==> src/rtl/core/ust_pkg.sv <==
// Shared types and constants for the unordered set table.
// Holds the request codes, controller states and the command/status structs.
// No dependencies.
package ust_pkg;

   localparam int unsigned DEF_CAPACITY = 64;
   localparam int unsigned VALUE_W      = 32;
   localparam int unsigned COUNT_OUT_W  = 7;

   typedef enum logic [1:0] {
      REQ_LOOKUP = 2'd0,
      REQ_INSERT = 2'd1,
      REQ_REMOVE = 2'd2,
      REQ_CLEAR  = 2'd3
   } ust_req_type;

   typedef enum logic [2:0] {
      ST_IDLE,
      ST_ROUTE,
      ST_SCAN,
      ST_DECIDE,
      ST_MOVE,
      ST_FINISH
   } ust_state_type;

   typedef struct packed {
      logic load_req;
      logic clear_cnt;
      logic scan_run;
      logic ins_write;
      logic rej_set;
      logic last_read;
      logic move_write;
      logic rsp_load;
   } ust_cmd_type;

   typedef struct packed {
      ust_req_type req_kind;
      logic        cnt_zero;
      logic        cnt_full;
      logic        scan_done;
      logic        found;
      logic        rsp_free;
   } ust_status_type;

endpackage

==> src/rtl/core/ust_req_if.sv <==
// Request channel interface: valid/ready handshake with request kind and value.
// Depends on ust_pkg.
interface ust_req_if;
   import ust_pkg::*;

   logic                      valid;
   logic                      ready;
   logic [1:0]                req_type;
   logic signed [VALUE_W-1:0] elem_value;

   modport source (output valid, output req_type, output elem_value, input ready);
   modport sink   (input valid, input req_type, input elem_value, output ready);

endinterface

==> src/rtl/core/ust_rsp_if.sv <==
// Response channel interface: valid/ready handshake with the result fields.
// Depends on ust_pkg.
interface ust_rsp_if;
   import ust_pkg::*;

   logic                   valid;
   logic                   ready;
   logic                   was_present;
   logic                   rejected_full;
   logic [COUNT_OUT_W-1:0] element_count;
   logic                   set_empty;

   modport source (output valid, output was_present, output rejected_full,
                   output element_count, output set_empty, input ready);
   modport sink   (input valid, input was_present, input rejected_full,
                   input element_count, input set_empty, output ready);

endinterface

==> src/rtl/core/unordered_set_table.sv <==
// A set of up to CAPACITY distinct signed 32-bit values, stored packed and
// unordered in a single-port-read RAM. Each request (lookup, insert, remove or
// clear) yields exactly one response. The scan reads one RAM entry per cycle,
// at most one for each stored element, and stops at the first match; a remove
// that hits then fetches the last entry before it is moved into the freed
// slot. A clear skips the scan. The response sits in an output register, so
// the block is ready for its next request while the previous response waits
// to be taken.
// Depends on ust_pkg, ust_req_if, ust_rsp_if, ust_ram, ust_ctrl and ust_dpath.
module unordered_set_table #(
   parameter int unsigned CAPACITY = ust_pkg::DEF_CAPACITY
) (
   input logic         clock,
   input logic         reset,
   ust_req_if.sink     req_chan,
   ust_rsp_if.source   rsp_chan
);
   import ust_pkg::*;

   ust_cmd_type    cmd;
   ust_status_type status;

   ust_ctrl u_ctrl (
      .clock     (clock),
      .reset     (reset),
      .req_valid (req_chan.valid),
      .req_ready (req_chan.ready),
      .status    (status),
      .cmd       (cmd)
   );

   ust_dpath #(.CAPACITY(CAPACITY)) u_dpath (
      .clock         (clock),
      .reset         (reset),
      .req_type      (req_chan.req_type),
      .elem_value    (req_chan.elem_value),
      .cmd           (cmd),
      .status        (status),
      .rsp_valid     (rsp_chan.valid),
      .rsp_ready     (rsp_chan.ready),
      .was_present   (rsp_chan.was_present),
      .rejected_full (rsp_chan.rejected_full),
      .element_count (rsp_chan.element_count),
      .set_empty     (rsp_chan.set_empty)
   );

   // A refused insert means the value was absent and the set was full.
   assert property (@(posedge clock) disable iff (reset)
      (rsp_chan.valid && rsp_chan.rejected_full) |->
         (!rsp_chan.was_present && rsp_chan.element_count == COUNT_OUT_W'(CAPACITY)))
      else $error("rejected insert without a full set");

   // An append never happens into a full set.
   assert property (@(posedge clock) disable iff (reset)
      cmd.ins_write |-> !status.cnt_full)
      else $error("insert write while the set is full");

   // Moving the last entry always follows its read in the previous cycle.
   assert property (@(posedge clock) disable iff (reset)
      cmd.move_write |-> $past(cmd.last_read))
      else $error("move write without a preceding read of the last entry");

endmodule

==> src/rtl/core/ust_ram.sv <==
// Generic single-write, single-read RAM with registered read data.
// No dependencies.
module ust_ram #(
   parameter int unsigned WIDTH = 32,
   parameter int unsigned DEPTH = 64
) (
   input  logic                                      clock,
   input  logic                                      wr_en,
   input  logic [((DEPTH > 1) ? $clog2(DEPTH) : 1)-1:0] wr_addr,
   input  logic [WIDTH-1:0]                          wr_data,
   input  logic                                      rd_en,
   input  logic [((DEPTH > 1) ? $clog2(DEPTH) : 1)-1:0] rd_addr,
   output logic [WIDTH-1:0]                          rd_data
);

   logic [WIDTH-1:0] mem_ff [DEPTH];
   logic [WIDTH-1:0] rd_data_ff;

   always_ff @(posedge clock) begin
      if (wr_en) begin
         mem_ff[wr_addr] <= wr_data;
      end
      if (rd_en) begin
         rd_data_ff <= mem_ff[rd_addr];
      end
   end

   assign rd_data = rd_data_ff;

endmodule

==> src/rtl/core/ust_ctrl.sv <==
// Controller state machine for the unordered set table.
// Sequences route, scan, update and response steps. Depends on ust_pkg.
module ust_ctrl (
   input  logic                    clock,
   input  logic                    reset,
   input  logic                    req_valid,
   output logic                    req_ready,
   input  ust_pkg::ust_status_type status,
   output ust_pkg::ust_cmd_type    cmd
);
   import ust_pkg::*;

   ust_state_type state_ff;
   ust_state_type state_in;

   always_comb begin
      state_in = state_ff;
      case (state_ff)
         ST_IDLE: begin
            if (req_valid) state_in = ST_ROUTE;
         end
         ST_ROUTE: begin
            if (status.req_kind == REQ_CLEAR) state_in = ST_FINISH;
            else if (status.cnt_zero)         state_in = ST_DECIDE;
            else                              state_in = ST_SCAN;
         end
         ST_SCAN: begin
            if (status.scan_done) state_in = ST_DECIDE;
         end
         ST_DECIDE: begin
            if (status.req_kind == REQ_REMOVE && status.found) state_in = ST_MOVE;
            else                                                state_in = ST_FINISH;
         end
         ST_MOVE: begin
            state_in = ST_FINISH;
         end
         ST_FINISH: begin
            if (status.rsp_free) state_in = ST_IDLE;
         end
         default: begin
            state_in = ST_IDLE;
         end
      endcase
   end

   always_comb begin
      cmd       = '0;
      req_ready = 1'b0;
      case (state_ff)
         ST_IDLE: begin
            req_ready    = 1'b1;
            cmd.load_req = req_valid;
         end
         ST_ROUTE: begin
            cmd.clear_cnt = (status.req_kind == REQ_CLEAR);
         end
         ST_SCAN: begin
            cmd.scan_run = 1'b1;
         end
         ST_DECIDE: begin
            cmd.ins_write = (status.req_kind == REQ_INSERT) && !status.found
                            && !status.cnt_full;
            cmd.rej_set   = (status.req_kind == REQ_INSERT) && !status.found
                            && status.cnt_full;
            cmd.last_read = (status.req_kind == REQ_REMOVE) && status.found;
         end
         ST_MOVE: begin
            cmd.move_write = 1'b1;
         end
         ST_FINISH: begin
            cmd.rsp_load = status.rsp_free;
         end
         default: begin
            cmd = '0;
         end
      endcase
   end

   always_ff @(posedge clock) begin
      if (reset) begin
         state_ff <= ST_IDLE;
      end else begin
         state_ff <= state_in;
      end
   end

endmodule

==> src/rtl/core/ust_dpath.sv <==
// Datapath for the unordered set table: element RAM, count, scan pointers
// and the response register. Depends on ust_pkg and ust_ram.
module ust_dpath #(
   parameter int unsigned CAPACITY = ust_pkg::DEF_CAPACITY
) (
   input  logic                                clock,
   input  logic                                reset,
   input  logic [1:0]                          req_type,
   input  logic signed [ust_pkg::VALUE_W-1:0]  elem_value,
   input  ust_pkg::ust_cmd_type                cmd,
   output ust_pkg::ust_status_type             status,
   output logic                                rsp_valid,
   input  logic                                rsp_ready,
   output logic                                was_present,
   output logic                                rejected_full,
   output logic [ust_pkg::COUNT_OUT_W-1:0]     element_count,
   output logic                                set_empty
);
   import ust_pkg::*;

   localparam int unsigned ADDR_W = (CAPACITY > 1) ? $clog2(CAPACITY) : 1;
   localparam int unsigned CNT_W  = $clog2(CAPACITY + 1);

   ust_req_type         type_ff;
   logic [VALUE_W-1:0]  value_ff;
   logic [CNT_W-1:0]    count_ff, count_in;
   logic [CNT_W-1:0]    scan_idx_ff, scan_idx_in;
   logic [ADDR_W-1:0]   cmp_idx_ff, cmp_idx_in;
   logic                cmp_valid_ff;
   logic                found_ff, found_in;
   logic                rej_ff, rej_in;
   logic [ADDR_W-1:0]   pos_ff, pos_in;
   logic                rsp_valid_ff, rsp_valid_in;
   logic                present_ff, rejected_ff, empty_ff;
   logic [COUNT_OUT_W-1:0] count_out_ff;

   logic                issue;
   logic [CNT_W-1:0]    last_idx;
   logic                match;
   logic                scan_last;
   logic                rd_en, wr_en;
   logic [ADDR_W-1:0]   rd_addr, wr_addr;
   logic [VALUE_W-1:0]  wr_data, rd_data;

   ust_ram #(.WIDTH(VALUE_W), .DEPTH(CAPACITY)) u_store (
      .clock   (clock),
      .wr_en   (wr_en),
      .wr_addr (wr_addr),
      .wr_data (wr_data),
      .rd_en   (rd_en),
      .rd_addr (rd_addr),
      .rd_data (rd_data)
   );

   // Reads are issued one per cycle; each compare sees the data of the
   // read issued in the previous cycle.
   always_comb begin
      last_idx  = count_ff - CNT_W'(1);
      issue     = cmd.scan_run && (scan_idx_ff < count_ff);
      rd_en     = issue || cmd.last_read;
      rd_addr   = cmd.last_read ? ADDR_W'(last_idx) : ADDR_W'(scan_idx_ff);
      wr_en     = cmd.ins_write || cmd.move_write;
      wr_addr   = cmd.move_write ? pos_ff : ADDR_W'(count_ff);
      wr_data   = cmd.move_write ? rd_data : value_ff;
      match     = cmp_valid_ff && (rd_data == value_ff);
      scan_last = cmp_valid_ff && (CNT_W'(cmp_idx_ff) == last_idx);
   end

   always_comb begin
      scan_idx_in = scan_idx_ff;
      cmp_idx_in  = cmp_idx_ff;
      found_in    = found_ff;
      rej_in      = rej_ff;
      pos_in      = pos_ff;
      count_in    = count_ff;
      if (cmd.load_req) begin
         scan_idx_in = '0;
         found_in    = 1'b0;
         rej_in      = 1'b0;
      end
      if (issue) begin
         scan_idx_in = scan_idx_ff + CNT_W'(1);
         cmp_idx_in  = ADDR_W'(scan_idx_ff);
      end
      if (cmd.scan_run && match) begin
         found_in = 1'b1;
         pos_in   = cmp_idx_ff;
      end
      if (cmd.rej_set) begin
         rej_in = 1'b1;
      end
      if (cmd.clear_cnt) begin
         count_in = '0;
      end else if (cmd.ins_write) begin
         count_in = count_ff + CNT_W'(1);
      end else if (cmd.move_write) begin
         count_in = last_idx;
      end
      if (cmd.rsp_load) begin
         rsp_valid_in = 1'b1;
      end else if (rsp_ready) begin
         rsp_valid_in = 1'b0;
      end else begin
         rsp_valid_in = rsp_valid_ff;
      end
   end

   always_ff @(posedge clock) begin
      if (reset) begin
         count_ff     <= '0;
         cmp_valid_ff <= 1'b0;
         rsp_valid_ff <= 1'b0;
      end else begin
         count_ff     <= count_in;
         cmp_valid_ff <= issue;
         rsp_valid_ff <= rsp_valid_in;
      end
   end

   always_ff @(posedge clock) begin
      if (cmd.load_req) begin
         type_ff  <= ust_req_type'(req_type);
         value_ff <= elem_value;
      end
      scan_idx_ff <= scan_idx_in;
      cmp_idx_ff  <= cmp_idx_in;
      found_ff    <= found_in;
      rej_ff      <= rej_in;
      pos_ff      <= pos_in;
      if (cmd.rsp_load) begin
         present_ff   <= found_ff;
         rejected_ff  <= rej_ff;
         count_out_ff <= COUNT_OUT_W'(count_ff);
         empty_ff     <= (count_ff == '0);
      end
   end

   always_comb begin
      status.req_kind  = type_ff;
      status.cnt_zero  = (count_ff == '0);
      status.cnt_full  = (count_ff == CNT_W'(CAPACITY));
      status.scan_done = match || scan_last;
      status.found     = found_ff;
      status.rsp_free  = !rsp_valid_ff || rsp_ready;
   end

   assign rsp_valid     = rsp_valid_ff;
   assign was_present   = present_ff;
   assign rejected_full = rejected_ff;
   assign element_count = count_out_ff;
   assign set_empty     = empty_ff;

endmodule

==> src/flat_wrapper.sv <==
// flat-port wrapper written by rule: the top's interface ports become plain ports
module unordered_set_table_flat import ust_pkg::*;
#(
   parameter int unsigned CAPACITY = ust_pkg::DEF_CAPACITY
)
  (clock, reset, req_chan_valid, req_chan_req_type, req_chan_elem_value, req_chan_ready, rsp_chan_valid, rsp_chan_was_present, rsp_chan_rejected_full, rsp_chan_element_count, rsp_chan_set_empty, rsp_chan_ready);
  ust_req_if req_chan_i ();
  ust_rsp_if rsp_chan_i ();
  input logic clock;
  input logic reset;
  input wire logic [$bits(req_chan_i.valid)-1:0] req_chan_valid;
  input wire logic [$bits(req_chan_i.req_type)-1:0] req_chan_req_type;
  input wire logic [$bits(req_chan_i.elem_value)-1:0] req_chan_elem_value;
  output wire logic [$bits(req_chan_i.ready)-1:0] req_chan_ready;
  output wire logic [$bits(rsp_chan_i.valid)-1:0] rsp_chan_valid;
  output wire logic [$bits(rsp_chan_i.was_present)-1:0] rsp_chan_was_present;
  output wire logic [$bits(rsp_chan_i.rejected_full)-1:0] rsp_chan_rejected_full;
  output wire logic [$bits(rsp_chan_i.element_count)-1:0] rsp_chan_element_count;
  output wire logic [$bits(rsp_chan_i.set_empty)-1:0] rsp_chan_set_empty;
  input wire logic [$bits(rsp_chan_i.ready)-1:0] rsp_chan_ready;
  assign req_chan_i.valid = req_chan_valid;
  assign req_chan_i.req_type = req_chan_req_type;
  assign req_chan_i.elem_value = req_chan_elem_value;
  assign req_chan_ready = req_chan_i.ready;
  assign rsp_chan_valid = rsp_chan_i.valid;
  assign rsp_chan_was_present = rsp_chan_i.was_present;
  assign rsp_chan_rejected_full = rsp_chan_i.rejected_full;
  assign rsp_chan_element_count = rsp_chan_i.element_count;
  assign rsp_chan_set_empty = rsp_chan_i.set_empty;
  assign rsp_chan_i.ready = rsp_chan_ready;
  unordered_set_table #(.CAPACITY(CAPACITY)) u_core (.clock(clock), .reset(reset), .req_chan(req_chan_i), .rsp_chan(rsp_chan_i));
endmodule
==> config.mk <==
export PLATFORM = sky130hd
export DESIGN_NAME = unordered_set_table_flat
export DESIGN_NICKNAME = d
export VERILOG_FILES = /design/src/rtl/core/ust_pkg.sv /design/src/rtl/core/ust_req_if.sv /design/src/rtl/core/ust_rsp_if.sv /design/src/rtl/core/unordered_set_table.sv /design/src/rtl/core/ust_ram.sv /design/src/rtl/core/ust_ctrl.sv /design/src/rtl/core/ust_dpath.sv /design/src/flat_wrapper.sv
export SDC_FILE = /design/constraint.sdc
export NUM_CORES = 2
export LEC_CHECK = 0
export BUFFER_PORTS_ARGS = -buffer_cell sky130_fd_sc_hd__clkbuf_2
export CORE_UTILIZATION = 40
export CTS_CLUSTER_SIZE = 14
export DETAILED_ROUTE_END_ITERATION = 10
export GPL_TIMING_DRIVEN = 0
export HOLD_SLACK_MARGIN = 0.05
export SYNTH_ARGS = -nofsm -noshare
export SYNTH_HDL_FRONTEND = slang
export SYNTH_SLANG_ARGS = --single-unit
==> constraint.sdc <==
create_clock -name clock -period 4.3 [get_ports clock]
set_input_delay 0.215 -clock clock [delete_from_list [all_inputs] [get_ports clock]]
set_output_delay 0.215 -clock clock [all_outputs]
set_load 0.02 [all_outputs]
# After elaboration in Yosys (flattened, before gate mapping)
# Memories as Yosys holds them, arrays and structs flattened. A register that Yosys moved wholly into a read port is not among the register bits.
# Cells that the tools add are included.
[word_totals] register_bits=77 ramBits=2048 mem_count=1
[memory_table] memory="u_core.u_dpath.u_store.mem_ff" words=64 word_bits=32 rd=1 rd_clocked_by_memory_dff=1 write_ports=1 line="ust_ram.sv:16" text="logic [WIDTH-1:0] mem_ff [DEPTH];"
[classes] add_sub_neg=3 n_lt_le_gt_ge=1 n_eq_ne=14 muxes=25 n_reduce_logical=22
[op_table] op="$eq A32 B32 Y1" count=1
[op_table] op="$mux W32" count=1
[op_table] op="$mux W7" count=4
[op_table] op="$pmux W3 S6" count=1
[op_table] op="$mux W3" count=5
[op_table] op="$add A7 B1 Y7 const B" count=2
[op_table] op="$mux W1" count=12
[op_table] op="$mux W6" count=2
[op_table] op="$logic_and A1 B1 Y1" count=8
[op_table] op="$eq A6 B7 Y1" count=1
[op_table] op="$eq A7 B7 Y1 const B" count=1
[op_table] op="$logic_not A7 Y1" count=1
[op_table] op="$lt A7 B7 Y1" count=1
[op_table] op="$sub A7 B1 Y7 const B" count=1
[op_table] op="$eq A3 B2 Y1 const B" count=2
[op_table] op="$eq A3 B3 Y1 const B" count=2
[op_table] op="$reduce_bool A2 Y1" count=3
[op_table] op="$eq A2 B2 Y1 const B" count=2
[op_table] op="$logic_or A1 B1 Y1" count=4
[op_table] op="$ne A2 B2 Y1 const B" count=2
[op_table] op="$eq A3 B1 Y1 const B" count=1
[op_table] op="$logic_not A1 Y1" count=3
[op_table] op="$logic_not A3 Y1" count=1
[op_table] op="$reduce_and A3 Y1" count=1
[op_table] op="3 further kinds" count=3

# Depth between registers and ports, before layout
[logic_depth] depth_word=7 mapped_depth=15

# Modules after synthesis
# From an unflattened synthesis, not the netlist that was laid out.
[hier_totals] hier_cells=3655 hier_area_um2=82888.2
[modules_own_cells] module="ust_ram" n_inst=1 cells_per_inst=3324 area_per_inst_um2=78835.6 seq_area_each_um2=62459.9
[modules_own_cells] module="ust_dpath" n_inst=1 cells_per_inst=292 area_per_inst_um2=3767.4 seq_area_each_um2=2112.0
[modules_own_cells] module="ust_ctrl" n_inst=1 cells_per_inst=39 area_per_inst_um2=285.3 seq_area_each_um2=60.1

# Worst setup path after synthesis
# Ideal clock, no wire load.
[synth_path] kind="reg-to-reg" start="reg u_core.u_ctrl.state_ff[2]" end="mem u_core.u_dpath.u_store.mem_ff[20][0], enable pin" t_arrival_ns=3.505 required_time_ns=3.879 slack_ns=0.374 path_stages_with_launch=9 path_buffers=2 period_less_slack_ns=3.926 path_cell_list="dfxtp_1 buf_4 nand3b_4 or4b_2 nand2b_1 clkbuf_1 o22ai_1 nand2_1 nor2_1"
[synth_between] elab_chain_len=5 elab_cells_between_ends=8
[synth_rtl] item="start: declaration" line="ust_ctrl.sv:13" text="ust_state_type state_ff;"
[synth_rtl] item="start signal: assignment" line="ust_ctrl.sv:83" text="state_ff <= state_in;"
[synth_rtl] item="$eq A3 B2 Y1 / $eq A3 B3 Y1 (equally long branches)" line="ust_ctrl.sv:49" text="case (state_ff)"
[synth_rtl] item="$mux W3 / $mux W1 (equally long branches)" line="ust_ctrl.sv:49"
[synth_rtl] item="$logic_or A1 B1 Y1" line="ust_dpath.sv:62" text="wr_en = cmd.ins_write || cmd.move_write;"
[synth_rtl] item="$mux W1" line="ust_ram.sv:20" text="if (wr_en) begin"
[synth_rtl] item="$mux W1 (not written as such)" line="ust_ram.sv:21" text="mem_ff[wr_addr] <= wr_data;"
[synth_rtl] item="end: declaration" line="ust_ram.sv:16"
# Several ways; a longest one is shown, not always the timed one.

# Worst setup path after layout
[layout_path] start="reg u_core.u_dpath.count_ff[0]" end="reg u_core.u_dpath.u_store.rd_data_ff[11], in the netlist u_core.u_dpath.u_store.rd_data[11], read port of u_core.u_dpath.u_store.mem_ff (data pin)"
[layout_between] elab_chain_len=3 elab_cells_between_ends=5
[layout_rtl] item="start: declaration" line="ust_dpath.sv:26" text="logic [CNT_W-1:0] count_ff, count_in;"
[layout_rtl] item="start signal: assignment" line="ust_dpath.sv:114" text="count_ff <= count_in;"
[layout_rtl] item="$lt A7 B7 Y1" line="ust_dpath.sv:59" text="issue = cmd.scan_run && (scan_idx_ff < count_ff);"
[layout_rtl] item="$logic_and A1 B1 Y1" line="ust_dpath.sv:59"
[layout_rtl] item="$logic_or A1 B1 Y1" line="ust_dpath.sv:60" text="rd_en = issue || cmd.last_read;"
[layout_rtl] item="end: declaration" line="ust_ram.sv:17" text="logic [WIDTH-1:0] rd_data_ff;"
# Several ways; a longest one is shown, not always the timed one.
# A chain may end at the register's enable or synchronous reset.

==> reports/metrics.yaml <==
run_status:
  status: "finished, violations left"
  violations: "setup timing"
logic_synthesis:
  syn_area_um2: 85000
  syn_nets: 5892
  async_flop_share: 0
  yosys_warnings: 0
  ys.flop_type: "edfxtp_1"
  yosys.cell_types.count: 78
  ys_ff_latch: 2157
  avgSynthCellArea_um2: 14.5
  synthCells: 5844
  ys_seq_area_frac: 0.761
  synth_edf_count: 2143
critical_path:
  cp_max_fo: 10
  crit_path_start_kind: "flop"
  slowest_delay_ns: 0.92
  r2r_slack_ns: -0.27
  reg2reg_from: "u_core.u_dpath.count_ff[0]$_SDFFE_PP0P_"
  startpoint: "u_core.u_dpath.count_ff[0]$_SDFFE_PP0P_"
  cp-end-kind: "flop"
  crit_type: "flop to flop"
  crit_path_cell_trace: "clkbuf_1, o31ai_1, nand2_1, mux2_2, buf_4, buf_1, nor2_1, o21ai_0, nand4_1, or3_1"
  critPathArrivalTime_ns: 5.22
  critPathSlowestCell: "buf_1"
  required_ns: 4.95
route:
  drc: 0
  dr_wl_met3_um: 58800
  routed_wl_um: 362000
  drtPass1Iterations: 7
  met2_length_um: 148000
  antenna_left: 0
  top_layer: "met5"
  wl_per_cell_um: 38.3
  vias: 60700
  met1Wirelength_um: 122000
  drtIter0Drc: 11800
  vias_per_cell: 6.44
worst_hold_path:
  min-delay-start: "req_chan_elem_value[24]"
  hold_class: "input port to flop"
timing:
  worstMarginPinSlew_ns: 1.44
  fin_ws_ns: -0.270
  fin_crit_sh: 1.06
  setup_tns_ns: -8.05
  clock_skew_ns: 0.0597
  setup_violations: 106
  max_freq_mhz: 219
  maxSlewViolCount: 0
  rsz0062_at_grt: "yes"
  timing.hold.ws_ns: 0.0614
  fin_crit_ns: 4.57
  hold_violations: 0
  slew_headroom: 0.0423
clock_network:
  h-tree-depth: 4
  clk_latency_ns: 0.91
  cts_made_buffers: 217
  cts-root-buf: "clkbuf_16"
  clock-sinks: 2157
  path_clk_slew_ns: 0.06
  clockBufferDepth: 3
  cts_tree: "built"
layout:
  final_net_count: 6489
  drive_gt1_frac: 0.160
  syn_to_final_growth_pct: 19.9
  design_area_um2: 102000
floorplan:
  rows: 168
  die_width_um: 463
  initial_utilization: 0.404
  dieHeight_um: 463
  core_area_um2: 210000
  io-pin-count: 50
  dieArea_um2: 214000
place:
  placed_cell_area_um2: 92200
  portBuffers: 49
  dpl.hpwl_um: 245000
  dp_slack_ns: -1.60
  gp_congestion: 0.988
global_route:
  grt_pass1_wl_um: 477000
  grt_overflow: 0
  grt_usage: 0.329
  grt_max_degree: 65
  antenna_found_initial: 34
  grt_pass1_vias: 55700
power_and_ir_drop:
  p_total_w: 0.0580
  p_leak_nw: 34.3
  vdd_drop_max_v: 0.000424
  power_density_nw_per_um2: 569
flow_run:
  cap_viol_max_count: 0
flip-flops by register name, summed over array words and instances (netlist names), 2 cells and up:
register	count
u_core.u_dpath.value_ff	32
u_core.u_dpath.u_store.mem_ff	2048
u_core.u_dpath.type_ff	2
u_core.u_ctrl.state_ff	3
u_core.u_dpath.scan_idx_ff	7
u_core.u_dpath.pos_ff	6
u_core.u_dpath.u_store.rd_data	32
u_core.u_dpath.cmp_idx_ff	6
u_core.u_dpath.count_ff	7
u_core.u_dpath.element_count	7
through the flow:
stage	cells	util
2_1_floorplan	5844	-
3_3_place_gp	8698	0.422
3_5_place_dp	8831	0.438
4_1_cts	9382	0.481
5_1_grt	9423	0.484
6_report	9436	0.484
layer usage:
metal  track usage  vias to the layer above
met2         0.466                     5783
met5             0                        -
li1              -                    23500
met3         0.133                     1422
met4         0.228                       32
met1         0.408                    29900
placed cells by master, fill, tap and decap left out, types with 73 or more instances in the layout:
| cell | instances |
|---|---|
| a22oi_1 | 158 |
| nand4_1 | 73 |
| buf_2 | 114 |
| buf_4 | 159 |
| a21oi_1 | 437 |
| a32oi_1 | 131 |
| nand2_1 | 1279 |
| clkbuf_1 | 130 |
| nand3_1 | 259 |
| clkbuf_16 | 218 |
| clkbuf_2 | 106 |
| buf_12 | 147 |
| mux2i_1 | 289 |
| edfxtp_1 | 2143 |
cell type report:
type                            count  area (um^2)
Clock inverter                    117         1170
Inverter                           14         56.3
Clock buffer                      279         5680
Timing Repair Buffer              386         5210
Fill cell                       17700       109000
Antenna cell                       13         32.5
Tap cell                         2805         3510
Multi-Input combinational cell   3306        19500
Buffer                            359         2120
Sequential cell                  2157        64600
kinds of logic after synthesis:
group | after synthesis | share of synthesized area
flip-flops | 2157 | 0.761
AND/OR/NAND/NOR | 1895 | 0.0944
AO/OA/AOI/OAI | 1054 | 0.0818
buffers and inverters | 381 | 0.0215
multiplexers | 297 | 0.0351
XOR/XNOR | 50 | 0.00515
adder cells (fa/ha/maj) | 10 | 0.00147
worst paths after layout:
path | endpoint | depth (start not counted)
setup / recovery | u_core.u_dpath.u_store.rd_data[11]$_DFFE_PP_ | 10
hold / removal | u_core.u_dpath.value_ff[24]$_DFFE_PP_ | 2
setup reg to reg | u_core.u_dpath.u_store.rd_data[11]$_DFFE_PP_ | 10
hold reg to reg | u_core.u_dpath.rejected_full$_DFFE_PP_ | 0
critical path: cells and delay by family, from the launching register on:
kind                   cells  cell delay [ns]
buffers and inverters      3             1.78
AND/OR/NAND/NOR            4             1.14
multiplexers               1             0.40
AO/OA/AOI/OAI              2             0.47
flip-flops                 1             0.51
timing repair:
action	in CTS	in global routing
buffers inserted	100	41
pin swaps	46	18
setup endpoints to repair	1735	1257
gates resized for setup	191	88
hold buffers	63	0
cloned	0	0
hold endpoints to repair	58	0
power breakdown:
part / leakage [nW] / internal [W] / switching [W]
combinational: 11.6 / 0.00335 / 0.0111
clock: 3.32 / 0.0104 / 0.00832
sequential: 19.4 / 0.0247 / 0.000219
cells in the mapped netlist, drive strengths merged (5+ instances only):
| cell type | instances | area share |
|---|---|---|
| edfxtp | 2143 | 0.76 |
| nand2 | 1321 | 0.059 |
| a21oi | 443 | 0.026 |
| mux2i | 291 | 0.034 |
| nand3 | 260 | 0.015 |
| buf | 219 | 0.014 |
| a22oi | 159 | 0.014 |
| clkbuf | 148 | 0.0065 |
| a32oi | 134 | 0.014 |
| nor2 | 127 | 0.0061 |
| nand4 | 73 | 0.0054 |
| o22ai | 64 | 0.0047 |
| o21ai | 44 | 0.0028 |
| a31oi | 41 | 0.0030 |
| xnor2 | 41 | 0.0042 |
| a211oi | 31 | 0.0027 |
| nor3 | 31 | 0.0022 |
| a221oi | 26 | 0.0028 |
| and3 | 20 | 0.0015 |
| or4 | 19 | 0.0017 |
| a2111oi | 15 | 0.0016 |
| dfxtp | 14 | 0.0033 |
| inv | 13 | 0.00057 |
| nor4 | 13 | 0.00096 |
| or3 | 13 | 0.00096 |
| a21o | 11 | 0.00097 |
| o41ai | 11 | 0.0011 |
| a22o | 10 | 0.0010 |
| ha | 10 | 0.0015 |
| o221ai | 10 | 0.0010 |
| o32ai | 9 | 0.00093 |
| xor2 | 9 | 0.00093 |
| o211ai | 8 | 0.00082 |
| a311oi | 7 | 0.00072 |
| mux2 | 6 | 0.00080 |
| a211o | 5 | 0.00052 |
| a32o | 5 | 0.00059 |
| nand2b | 5 | 0.00037 |
| o31ai | 5 | 0.00044 |
Power figures use the tool's default switching activity.
